**config.mk**
```make
export PLATFORM = sky130hd
export DESIGN_NAME = memory_map_line_parser_and_lookup
export DESIGN_NICKNAME = d
export VERILOG_FILES = /design/src/hw/rtl/mml_pkg.sv /design/src/hw/rtl/mml_ram.sv /design/src/hw/rtl/mml_cmp.sv /design/src/hw/rtl/mml_parse.sv /design/src/hw/rtl/memory_map_line_parser_and_lookup.sv
export SDC_FILE = /design/constraint.sdc
export NUM_CORES = 2
export LEC_CHECK = 0
export BUFFER_PORTS_ARGS = -buffer_cell sky130_fd_sc_hd__buf_2
export CELL_PAD_IN_SITES_DETAIL_PLACEMENT = 1
export CELL_PAD_IN_SITES_GLOBAL_PLACEMENT = 1
export CORE_UTILIZATION = 43
export CTS_BUF_LIST = sky130_fd_sc_hd__clkbuf_8
export DETAILED_ROUTE_END_ITERATION = 10
export GPL_TIMING_DRIVEN = 1
export PLACE_DENSITY = 0.67
export SLEW_MARGIN = 20
export SYNTH_ARGS = -nofsm -noshare
export SYNTH_HDL_FRONTEND = slang
export SYNTH_SLANG_ARGS = --single-unit
```
**constraint.sdc**
```tcl
create_clock -name clk -period 10.9 [get_ports clk]
set_clock_uncertainty 0.1 [all_clocks]
set_input_delay 0.545 -clock clk [delete_from_list [all_inputs] [get_ports clk]]
set_output_delay 0.545 -clock clk [all_outputs]
set_load 0.02 [all_outputs]
```
**src/hw/rtl/mml_pkg.sv**
```systemverilog
// shared types and codes for the memory map line parser and lookup
package mml_pkg;

	// operation codes on the input channel
	localparam logic [1:0] OP_TEXT   = 2'd0;
	localparam logic [1:0] OP_LOOKUP = 2'd1;
	localparam logic [1:0] OP_CLEAR  = 2'd2;

	// result status codes
	localparam logic [2:0] ST_OK         = 3'd0;
	localparam logic [2:0] ST_NO_DASH    = 3'd1;
	localparam logic [2:0] ST_NO_SP_END  = 3'd2;
	localparam logic [2:0] ST_BAD_FLAGS  = 3'd3;
	localparam logic [2:0] ST_NO_SP_FLAG = 3'd4;
	localparam logic [2:0] ST_NO_SP_OFFS = 3'd5;
	localparam logic [2:0] ST_FULL       = 3'd6;

	// one stored table entry
	typedef struct packed {
		logic [63:0] rng_start;
		logic [63:0] rng_end;
		logic [3:0]  flags;
		logic [63:0] offset;
	} tbl_entry_t;

	// what the parser reports for the byte it is looking at
	typedef struct packed {
		logic        emit;
		logic        finish;
		logic [2:0]  status;
		tbl_entry_t  rec;
	} parse_res_t;

endpackage

```
**src/hw/rtl/mml_ram.sv**
```systemverilog
// generic single write port ram with registered read
module mml_ram #(
	parameter int WIDTH = 8,
	parameter int DEPTH = 16,
	parameter int AW    = (DEPTH > 1) ? $clog2(DEPTH) : 1
) (
	input  logic             clk,
	input  logic             we,
	input  logic [AW-1:0]    waddr,
	input  logic [WIDTH-1:0] wdata,
	input  logic             re,
	input  logic [AW-1:0]    raddr,
	output logic [WIDTH-1:0] rdata
);

	logic [WIDTH-1:0] mem_q [DEPTH];
	logic [WIDTH-1:0] rdata_q;

	always_ff @(posedge clk) begin
		if (we) begin
			mem_q[waddr] <= wdata;
		end
		if (re) begin
			rdata_q <= mem_q[raddr];
		end
	end

	assign rdata = rdata_q;

endmodule

```
**src/hw/rtl/mml_cmp.sv**
```systemverilog
// inclusive range compare shared by every step of a lookup
module mml_cmp (
	input  logic [63:0] addr,
	input  logic [63:0] rng_start,
	input  logic [63:0] rng_end,
	output logic        hit
);

	assign hit = (rng_start <= addr) && (addr <= rng_end);

endmodule

```
**src/hw/rtl/mml_parse.sv**
```systemverilog
// line parser: hex fields, flag characters and separators of one listing line
module mml_parse (
	input  logic                clk,
	input  logic                arst_n,
	input  logic                step,
	input  logic                clear,
	input  logic [7:0]          text_byte,
	output mml_pkg::parse_res_t res
);
	import mml_pkg::*;

	localparam logic [2:0] PH_START  = 3'd0;
	localparam logic [2:0] PH_END    = 3'd1;
	localparam logic [2:0] PH_FLAGS  = 3'd2;
	localparam logic [2:0] PH_AFTFL  = 3'd3;
	localparam logic [2:0] PH_OFFSET = 3'd4;
	localparam logic [2:0] PH_DEVICE = 3'd5;
	localparam logic [2:0] PH_INODE  = 3'd6;
	localparam logic [2:0] PH_NAME   = 3'd7;

	localparam logic [7:0] CH_DASH  = 8'h2d;
	localparam logic [7:0] CH_SPACE = 8'h20;
	localparam logic [7:0] CH_NL    = 8'h0a;
	localparam logic [7:0] CH_R     = 8'h72;
	localparam logic [7:0] CH_W     = 8'h77;
	localparam logic [7:0] CH_X     = 8'h78;
	localparam logic [7:0] CH_S     = 8'h73;
	localparam logic [7:0] CH_P     = 8'h70;

	logic [2:0]  phase_q, phase_n;
	logic [1:0]  pos_q, pos_n;
	logic [63:0] acc_q, acc_n;
	logic [63:0] hstart_q, hstart_n;
	logic [63:0] hend_q, hend_n;
	logic [3:0]  hflags_q, hflags_n;
	logic        stopped_q, stopped_n;

	logic        dig_ok;
	logic [3:0]  dig_val;
	logic [7:0]  set_ch;
	logic [7:0]  clr_ch;
	logic        fail;
	logic [2:0]  fail_st;
	logic        fin;

	always_comb begin
		dig_ok  = 1'b0;
		dig_val = text_byte[3:0];
		if (text_byte >= 8'h30 && text_byte <= 8'h39) begin
			dig_ok = 1'b1;
		end else if (text_byte >= 8'h61 && text_byte <= 8'h66) begin
			dig_ok  = 1'b1;
			// low nibble of 'a' is 1, so add 9 to land on 10
			dig_val = text_byte[3:0] + 4'd9;
		end
	end

	always_comb begin
		unique case (pos_q)
			2'd0: begin set_ch = CH_R; clr_ch = CH_DASH; end
			2'd1: begin set_ch = CH_W; clr_ch = CH_DASH; end
			2'd2: begin set_ch = CH_X; clr_ch = CH_DASH; end
			default: begin set_ch = CH_S; clr_ch = CH_P; end
		endcase
	end

	always_comb begin
		phase_n   = phase_q;
		pos_n     = pos_q;
		acc_n     = acc_q;
		hstart_n  = hstart_q;
		hend_n    = hend_q;
		hflags_n  = hflags_q;
		stopped_n = stopped_q;
		fail      = 1'b0;
		fail_st   = ST_OK;
		fin       = 1'b0;
		res       = '0;

		if (!stopped_q) begin
			unique case (phase_q)
				PH_START, PH_END, PH_OFFSET: begin
					if (dig_ok) begin
						acc_n = {acc_q[59:0], dig_val};
					end else if (phase_q == PH_START) begin
						if (text_byte != CH_DASH) begin
							fail    = 1'b1;
							fail_st = ST_NO_DASH;
						end else begin
							hstart_n = acc_q;
							acc_n    = '0;
							phase_n  = PH_END;
						end
					end else if (phase_q == PH_END) begin
						if (text_byte != CH_SPACE) begin
							fail    = 1'b1;
							fail_st = ST_NO_SP_END;
						end else begin
							hend_n   = acc_q;
							acc_n    = '0;
							hflags_n = '0;
							pos_n    = '0;
							phase_n  = PH_FLAGS;
						end
					end else begin
						if (text_byte != CH_SPACE) begin
							fail    = 1'b1;
							fail_st = ST_NO_SP_OFFS;
						end else begin
							phase_n = PH_DEVICE;
						end
					end
				end
				PH_FLAGS: begin
					if (text_byte == set_ch) begin
						hflags_n = hflags_q | (4'd1 << pos_q);
					end else if (text_byte != clr_ch) begin
						fail    = 1'b1;
						fail_st = ST_BAD_FLAGS;
					end
					if (pos_q == 2'd3) begin
						phase_n = PH_AFTFL;
					end
					pos_n = pos_q + 2'd1;
				end
				PH_AFTFL: begin
					if (text_byte != CH_SPACE) begin
						fail    = 1'b1;
						fail_st = ST_NO_SP_FLAG;
					end else begin
						phase_n = PH_OFFSET;
					end
				end
				PH_DEVICE, PH_INODE: begin
					if (text_byte == CH_NL) begin
						fin = 1'b1;
					end else if (text_byte == CH_SPACE) begin
						phase_n = (phase_q == PH_DEVICE) ? PH_INODE : PH_NAME;
					end
				end
				default: begin
					if (text_byte == CH_NL) begin
						fin = 1'b1;
					end
				end
			endcase
		end

		if (fail || fin) begin
			phase_n  = PH_START;
			pos_n    = '0;
			acc_n    = '0;
			hstart_n = '0;
			hend_n   = '0;
			hflags_n = '0;
		end
		if (fail) begin
			stopped_n  = 1'b1;
			res.emit   = 1'b1;
			res.status = fail_st;
		end
		if (fin) begin
			res.emit          = 1'b1;
			res.finish        = 1'b1;
			res.rec.rng_start = hstart_q;
			res.rec.rng_end   = hend_q;
			res.rec.flags     = hflags_q;
			res.rec.offset    = acc_q;
		end
	end

	always_ff @(posedge clk or negedge arst_n) begin
		if (!arst_n) begin
			phase_q   <= PH_START;
			pos_q     <= '0;
			acc_q     <= '0;
			hstart_q  <= '0;
			hend_q    <= '0;
			hflags_q  <= '0;
			stopped_q <= 1'b0;
		end else if (clear) begin
			phase_q   <= PH_START;
			pos_q     <= '0;
			acc_q     <= '0;
			hstart_q  <= '0;
			hend_q    <= '0;
			hflags_q  <= '0;
			stopped_q <= 1'b0;
		end else if (step) begin
			phase_q   <= phase_n;
			pos_q     <= pos_n;
			acc_q     <= acc_n;
			hstart_q  <= hstart_n;
			hend_q    <= hend_n;
			hflags_q  <= hflags_n;
			stopped_q <= stopped_n;
		end
	end

endmodule

```
**src/hw/rtl/memory_map_line_parser_and_lookup.sv**
```systemverilog
// top level: memory map line parser with a table of ranges and address lookup
//
// input channel (in_valid/in_ready) carries one beat per op: a text byte of the
// listing, an address lookup, or a table clear. output channel (out_valid/
// out_ready) carries parsed line records and lookup answers.
// in_ready is high only while the sequencer is idle; one beat is worked on at
// a time.
// a text byte moves the sequencer from idle to the text state and back; its
// record, if any, is loaded into the output register from the text state,
// which holds while a stalled result still waits. a lookup walks the table
// through the single compare unit, one entry at a time (table ram read, then
// compare): it ends at the first hit, or with a miss once the walk passes the
// last stored entry. clear and unused ops finish in the idle state.
// results sit in an output register; a new beat is accepted while a result
// waits, and the sequencer holds only when it must load a second result and
// the receiver still stalls.
// reset empties the table (entry count to zero, no ram clearing pass), restarts
// the line parser and drops any pending result.
module memory_map_line_parser_and_lookup #(
	parameter int ENTRIES = 16
) (
	input  logic        clk,
	input  logic        arst_n,
	input  logic        in_valid,
	output logic        in_ready,
	input  logic [1:0]  op,
	input  logic [7:0]  text_byte,
	input  logic [63:0] lookup_address,
	output logic        out_valid,
	input  logic        out_ready,
	output logic        kind,
	output logic [2:0]  status,
	output logic        hit,
	output logic [3:0]  entry_index,
	output logic [63:0] range_start,
	output logic [63:0] range_end,
	output logic [3:0]  access_bits,
	output logic [63:0] file_offset
);
	import mml_pkg::*;

	localparam int CNT_W = $clog2(ENTRIES + 1);
	localparam int IDX_W = (ENTRIES > 1) ? $clog2(ENTRIES) : 1;
	localparam int TBL_W = $bits(tbl_entry_t);

	localparam logic [1:0] S_IDLE   = 2'd0;
	localparam logic [1:0] S_TEXT   = 2'd1;
	localparam logic [1:0] S_LK_RD  = 2'd2;
	localparam logic [1:0] S_LK_CMP = 2'd3;

	logic [1:0]       st_q;
	logic [7:0]       byte_q;
	logic [63:0]      addr_q;
	logic [CNT_W-1:0] cnt_q;
	logic [CNT_W-1:0] lk_idx_q;

	logic             accept;
	logic             slot_free;
	logic             full;
	logic             step;
	logic             clear;
	parse_res_t       pres;

	logic             ram_we;
	logic             ram_re;
	logic [TBL_W-1:0] ram_rdata;
	tbl_entry_t       rd_ent;
	logic             cmp_hit;

	logic             emit_req;
	logic             emit_kind;
	logic [2:0]       emit_status;
	logic             emit_hit;
	logic [CNT_W-1:0] emit_idx;
	tbl_entry_t       emit_rec;
	logic             out_load;
	logic [CNT_W+3:0] idx_ext;

	logic             out_valid_q;
	logic             kind_q;
	logic [2:0]       status_q;
	logic             hit_q;
	logic [3:0]       idx_q;
	tbl_entry_t       rec_q;

	assign in_ready  = (st_q == S_IDLE);
	assign accept    = in_valid && in_ready;
	assign slot_free = !out_valid_q || out_ready;
	assign full      = (cnt_q >= CNT_W'(ENTRIES));
	assign clear     = accept && (op == OP_CLEAR);
	assign step      = (st_q == S_TEXT) && (!pres.emit || slot_free);
	assign rd_ent    = tbl_entry_t'(ram_rdata);

	mml_parse u_parse (
		.clk       (clk),
		.arst_n    (arst_n),
		.step      (step),
		.clear     (clear),
		.text_byte (byte_q),
		.res       (pres)
	);

	mml_ram #(
		.WIDTH (TBL_W),
		.DEPTH (ENTRIES),
		.AW    (IDX_W)
	) u_tbl (
		.clk   (clk),
		.we    (ram_we),
		.waddr (cnt_q[IDX_W-1:0]),
		.wdata (pres.rec),
		.re    (ram_re),
		.raddr (lk_idx_q[IDX_W-1:0]),
		.rdata (ram_rdata)
	);

	mml_cmp u_cmp (
		.addr      (addr_q),
		.rng_start (rd_ent.rng_start),
		.rng_end   (rd_ent.rng_end),
		.hit       (cmp_hit)
	);

	always_comb begin
		emit_req    = 1'b0;
		emit_kind   = 1'b0;
		emit_status = ST_OK;
		emit_hit    = 1'b0;
		emit_idx    = '0;
		emit_rec    = '0;
		ram_we      = 1'b0;
		ram_re      = 1'b0;
		unique case (st_q)
			S_TEXT: begin
				if (pres.emit) begin
					emit_req    = 1'b1;
					emit_status = pres.status;
					if (pres.finish) begin
						emit_rec = pres.rec;
						if (full) begin
							emit_status = ST_FULL;
						end else begin
							emit_idx = cnt_q;
							ram_we   = slot_free;
						end
					end
				end
			end
			S_LK_RD: begin
				if (lk_idx_q == cnt_q) begin
					// walked past the last stored entry: miss
					emit_req  = 1'b1;
					emit_kind = 1'b1;
				end else begin
					ram_re = 1'b1;
				end
			end
			S_LK_CMP: begin
				if (cmp_hit) begin
					emit_req  = 1'b1;
					emit_kind = 1'b1;
					emit_hit  = 1'b1;
					emit_idx  = lk_idx_q;
					emit_rec  = rd_ent;
				end
			end
			default: begin
			end
		endcase
	end

	assign out_load = emit_req && slot_free;
	assign idx_ext  = {4'd0, emit_idx};

	always_ff @(posedge clk or negedge arst_n) begin
		if (!arst_n) begin
			st_q     <= S_IDLE;
			cnt_q    <= '0;
			lk_idx_q <= '0;
		end else begin
			unique case (st_q)
				S_IDLE: begin
					if (accept) begin
						unique case (op)
							OP_TEXT:   st_q <= S_TEXT;
							OP_LOOKUP: begin
								lk_idx_q <= '0;
								st_q     <= S_LK_RD;
							end
							OP_CLEAR:  cnt_q <= '0;
							default: begin
							end
						endcase
					end
				end
				S_TEXT: begin
					if (step) begin
						st_q <= S_IDLE;
					end
					if (ram_we) begin
						cnt_q <= cnt_q + CNT_W'(1);
					end
				end
				S_LK_RD: begin
					if (ram_re) begin
						st_q <= S_LK_CMP;
					end else if (slot_free) begin
						st_q <= S_IDLE;
					end
				end
				default: begin
					if (!cmp_hit) begin
						lk_idx_q <= lk_idx_q + CNT_W'(1);
						st_q     <= S_LK_RD;
					end else if (slot_free) begin
						st_q <= S_IDLE;
					end
				end
			endcase
		end
	end

	always_ff @(posedge clk) begin
		if (accept) begin
			byte_q <= text_byte;
			addr_q <= lookup_address;
		end
	end

	always_ff @(posedge clk or negedge arst_n) begin
		if (!arst_n) begin
			out_valid_q <= 1'b0;
		end else if (out_load) begin
			out_valid_q <= 1'b1;
		end else if (out_ready) begin
			out_valid_q <= 1'b0;
		end
	end

	always_ff @(posedge clk) begin
		if (out_load) begin
			kind_q   <= emit_kind;
			status_q <= emit_status;
			hit_q    <= emit_hit;
			idx_q    <= idx_ext[3:0];
			rec_q    <= emit_rec;
		end
	end

	assign out_valid   = out_valid_q;
	assign kind        = kind_q;
	assign status      = status_q;
	assign hit         = hit_q;
	assign entry_index = idx_q;
	assign range_start = rec_q.rng_start;
	assign range_end   = rec_q.rng_end;
	assign access_bits = rec_q.flags;
	assign file_offset = rec_q.offset;

endmodule

```
==> run_results.csv <==
group,metric,value,unit
status,status,"complete, no violations",
floorplanning,start_util,43.4,%
power,total_power,36.1,mW
global_routing,grt_start_max_net_pins,147,
worst_setup_path,crit_path_max_fanout,98,
min_path,hold_class,"in2reg",
global_routing,grt_overflow,0,
synth,syn_nets,6842,
place,dpl.hpwl,253000,um
synth,ys_ff_latch,3824,
sta,maxSlewViolCount,0,
place,gp_congestion,0.853,
clock_network,cts_tree,"yes",
layout,fill_cells,30500,
clock_network,cts.sinks,3824,
route,wirelength,444000,um
layout,area_delta_synth_final,13.4,%
job,cap_violations,0,
floorplanning,die_h,588,um
synth,synthFlopType,"edfxtp_1",
layout,final_nets,7648,
sta,hold_violations,0,
place,placement.cell_area,155000,um2
clock_network,clk_latency,1.20,ns
sta,rsz0062_at_grt,"false",
global_routing,grt.total_usage,25.4,%
clock_network,cts_resized,0,
worst_setup_path,critPathArrivalTime,6.58,ns
worst_setup_path,startpoint_type,"flop",
clock_network,cts_max_level,6,
global_routing,grt_pass1_vias,78900,
synth,synth_edf_count,3609,
sta,post-route-period-util,54.2,%
route,drtPass1Iterations,5,
synth,synthTopCellsByCount,"edfxtp_1 (3609), mux4_2 (980), a22o_1 (329)",
route,wl_per_cell,35.7,um
global_routing,met3_usage,5.38,%
synth,ys_top_cells_by_area,"edfxtp_1 (73%), mux4_2 (15%), dfrtp_1 (3.6%)",
route,ant_nets,0,
sta,holdWs,0.107,ns
route,routed_via_density,6.07,
global_routing,antenna_found_initial,45,
synth,yosysMostFrequentCell,"edfxtp_1",
synth,netlist_instances,6619,
global_routing,grt_pass1_wl,616000,um
sta,final-setup-viol-count,0,
sta,fmax,0.169,GHz
synth,synth_async_sr_flop_share,5.62,%
sta,tightest_slew,1.28,ns
worst_setup_path,cp.required,11.57,ns
synth,synth_area,148000,um2
floorplanning,core_area,341000,um2
synth,synth_area_per_cell,22.3,um2
layout,stdcell_area,168000,um2
route,vias,75600,
synth,synth_cell_types,77,
sta,slew_headroom,14.8,%
route,drc_errors,0,
global_routing,grt_use_met1,35.0,%
global_routing,met2_usage,40.0,%
power,powerDensity,215,nW/um2
synth,synth_top_area_share,73.3,%
clock_network,cts-buffers-inserted,611,
synth,synth_top_area_cell,"edfxtp_1",
floorplanning,die_area,346000,um2
worst_setup_path,path_class,"reg2reg",
floorplanning,die_w,588,um
clock_network,cts_max_path_buffers,4,
clock_network,cts_root_buf,"clkbuf_8",
sta,setup_tns,0,ns
clock_network,clk_pin_slew_worst_paths,0.06,ns
power,ir_drop,0.213,mV
floorplanning,io_pins,285,
layout,drive_gt1_share,28.3,%
worst_setup_path,end_kind,"flop",
power,power.leakage,60.3,nW
synth,synth_warnings,0,
global_routing,grt-busiest-layer,"met2",
floorplanning,fp-row-count,214,
place,port_buffers,284,
sta,fin_crit,5.91,ns
synth,ys_seq_area_share,76.9,%
route,drt_iter0_markers,9790,
## cells in the final DEF, fill, tap and decap left out, drive strengths merged, types with 4 or more instances in the layout
master       synthesis  final
nor4b                4      4
nand2              116    116
clkinvlp             0     13
o21ai               32     32
edfxtp            3609   3609
a31o                 4      4
a22o               329    329
nor4                 8      8
ha                 145    145
buf                135    432
mux4               980    980
bufinv               0     11
and3                 7      7
diode                0      9
a221oi              10     10
o211ai               8      8
dfrtp              215    215
clkbuf             225    648
mux2i               68     68
nand4               38     38
nor3                21     21
or4                  6      6
nor2                43     43
nor2b                7      7
a21o                23     23
dlygate4sd3          0    121
nand3               87     87
inv                150    386
nand2b              13     13
a21oi               64     64
and2               199    199
a31oi                7      7
xor2                 8      8
clkinv               0    185
a211oi              10     10
## repair_timing
item / in CTS / in global routing
hold buffers: 122 / 0
endpoints found under the hold margin: 164 / 0
setup buffers: 0 / 0
## logic make-up after synthesis
group / Yosys count / share of synthesized area, %
buffers and inverters: 510 / 1.46
AOI/OAI and AO/OA: 520 / 2.83
DFF: 3824 / 76.9
and+or+nand+nor: 560 / 2.07
xor gates and xnor gates: 11 / 0.0652
muxes: 1049 / 15.4
adders and majority gates: 145 / 1.23
## metrics by stage
step	cells	utilization, %	setup WS [ns]
finish	12500	49.2	4.99
CTS	12400	49.1	5.08
global route	12400	49.2	4.90
floorplan	6619	-	-0.143
global placement	11200	45.4	5.26
detailed placement	11200	45.4	5.15
## worst max-delay path, cell delays in order (launching register included)
cell     delay [ns]
dfrtp_1        0.72
nor2_1         0.21
nor3_1         0.28
nand4_1        0.70
nor2_4         0.29
buf_4          0.59
nand4_1        0.53
nor2_4         0.25
buf_12         0.75
buf_4          0.96
## registers in the layout, indices dropped and copies added (netlist names), 3 cells and up
register and flops:
u_parse.hflags_q 4, lk_idx_q 5, u_tbl.rdata 196, status 3
byte_q 8, u_parse.acc_q 64, range_start 64, entry_index 4
u_parse.hstart_q 64, access_bits 4, cnt_q 5, u_parse.hend_q 64
u_parse.phase_q 3, range_end 64, addr_q 64, file_offset 64
u_tbl.mem_q 3136
## metal layers
layer / part of all wire [%] / vias to the layer above
met5: 0.017 / -
met4: 3.9 / 14
met3: 9.3 / 725
met2: 47 / 4017
met1: 40 / 41300
li1: - / 29500
## worst paths after layout
| kind | startpoint | end | slack (ns) | cells past startpoint |
|---|---|---|---|---|
| min reg2reg | u_parse.acc_q[44] | u_parse.acc_q[44] | 0.41 | 1 |
| max reg2reg | u_parse.phase_q[0] | u_tbl.mem_q[13][112] | 4.99 | 9 |
| min | text_byte[7] | byte_q[7] | 0.11 | 2 |
| max in group asynchronous | arst_n | lk_idx_q[2] | 8.72 | 4 |
| min in group asynchronous | arst_n | u_parse.hstart_q[40] | 0.56 | 3 |
| max | u_parse.phase_q[0] | u_tbl.mem_q[13][112] | 4.99 | 9 |
## layout make-up
class | instances | area, um2 | area share (%)
clock buffer | 648 | 8920 | 5.32
timing repair buffer | 553 | 4140 | 2.47
inverter | 150 | 566 | 0.337
clock inverter | 445 | 2380 | 1.42
tap | 4536 | 5680 | 3.39
multi-input combinational | 2285 | 32100 | 19.2
antenna | 9 | 22.5 | 0.0134
sequential | 3824 | 114000 | 67.9
## report_power, final
part           switching (mW)  total [mW]  internal, mW
logic                    4.05        7.20          3.15
clock network            5.79        11.6          5.80
registers               0.674        17.3          16.6
total                    10.5        36.1          25.6
Power figures use the tool's default switching activity.
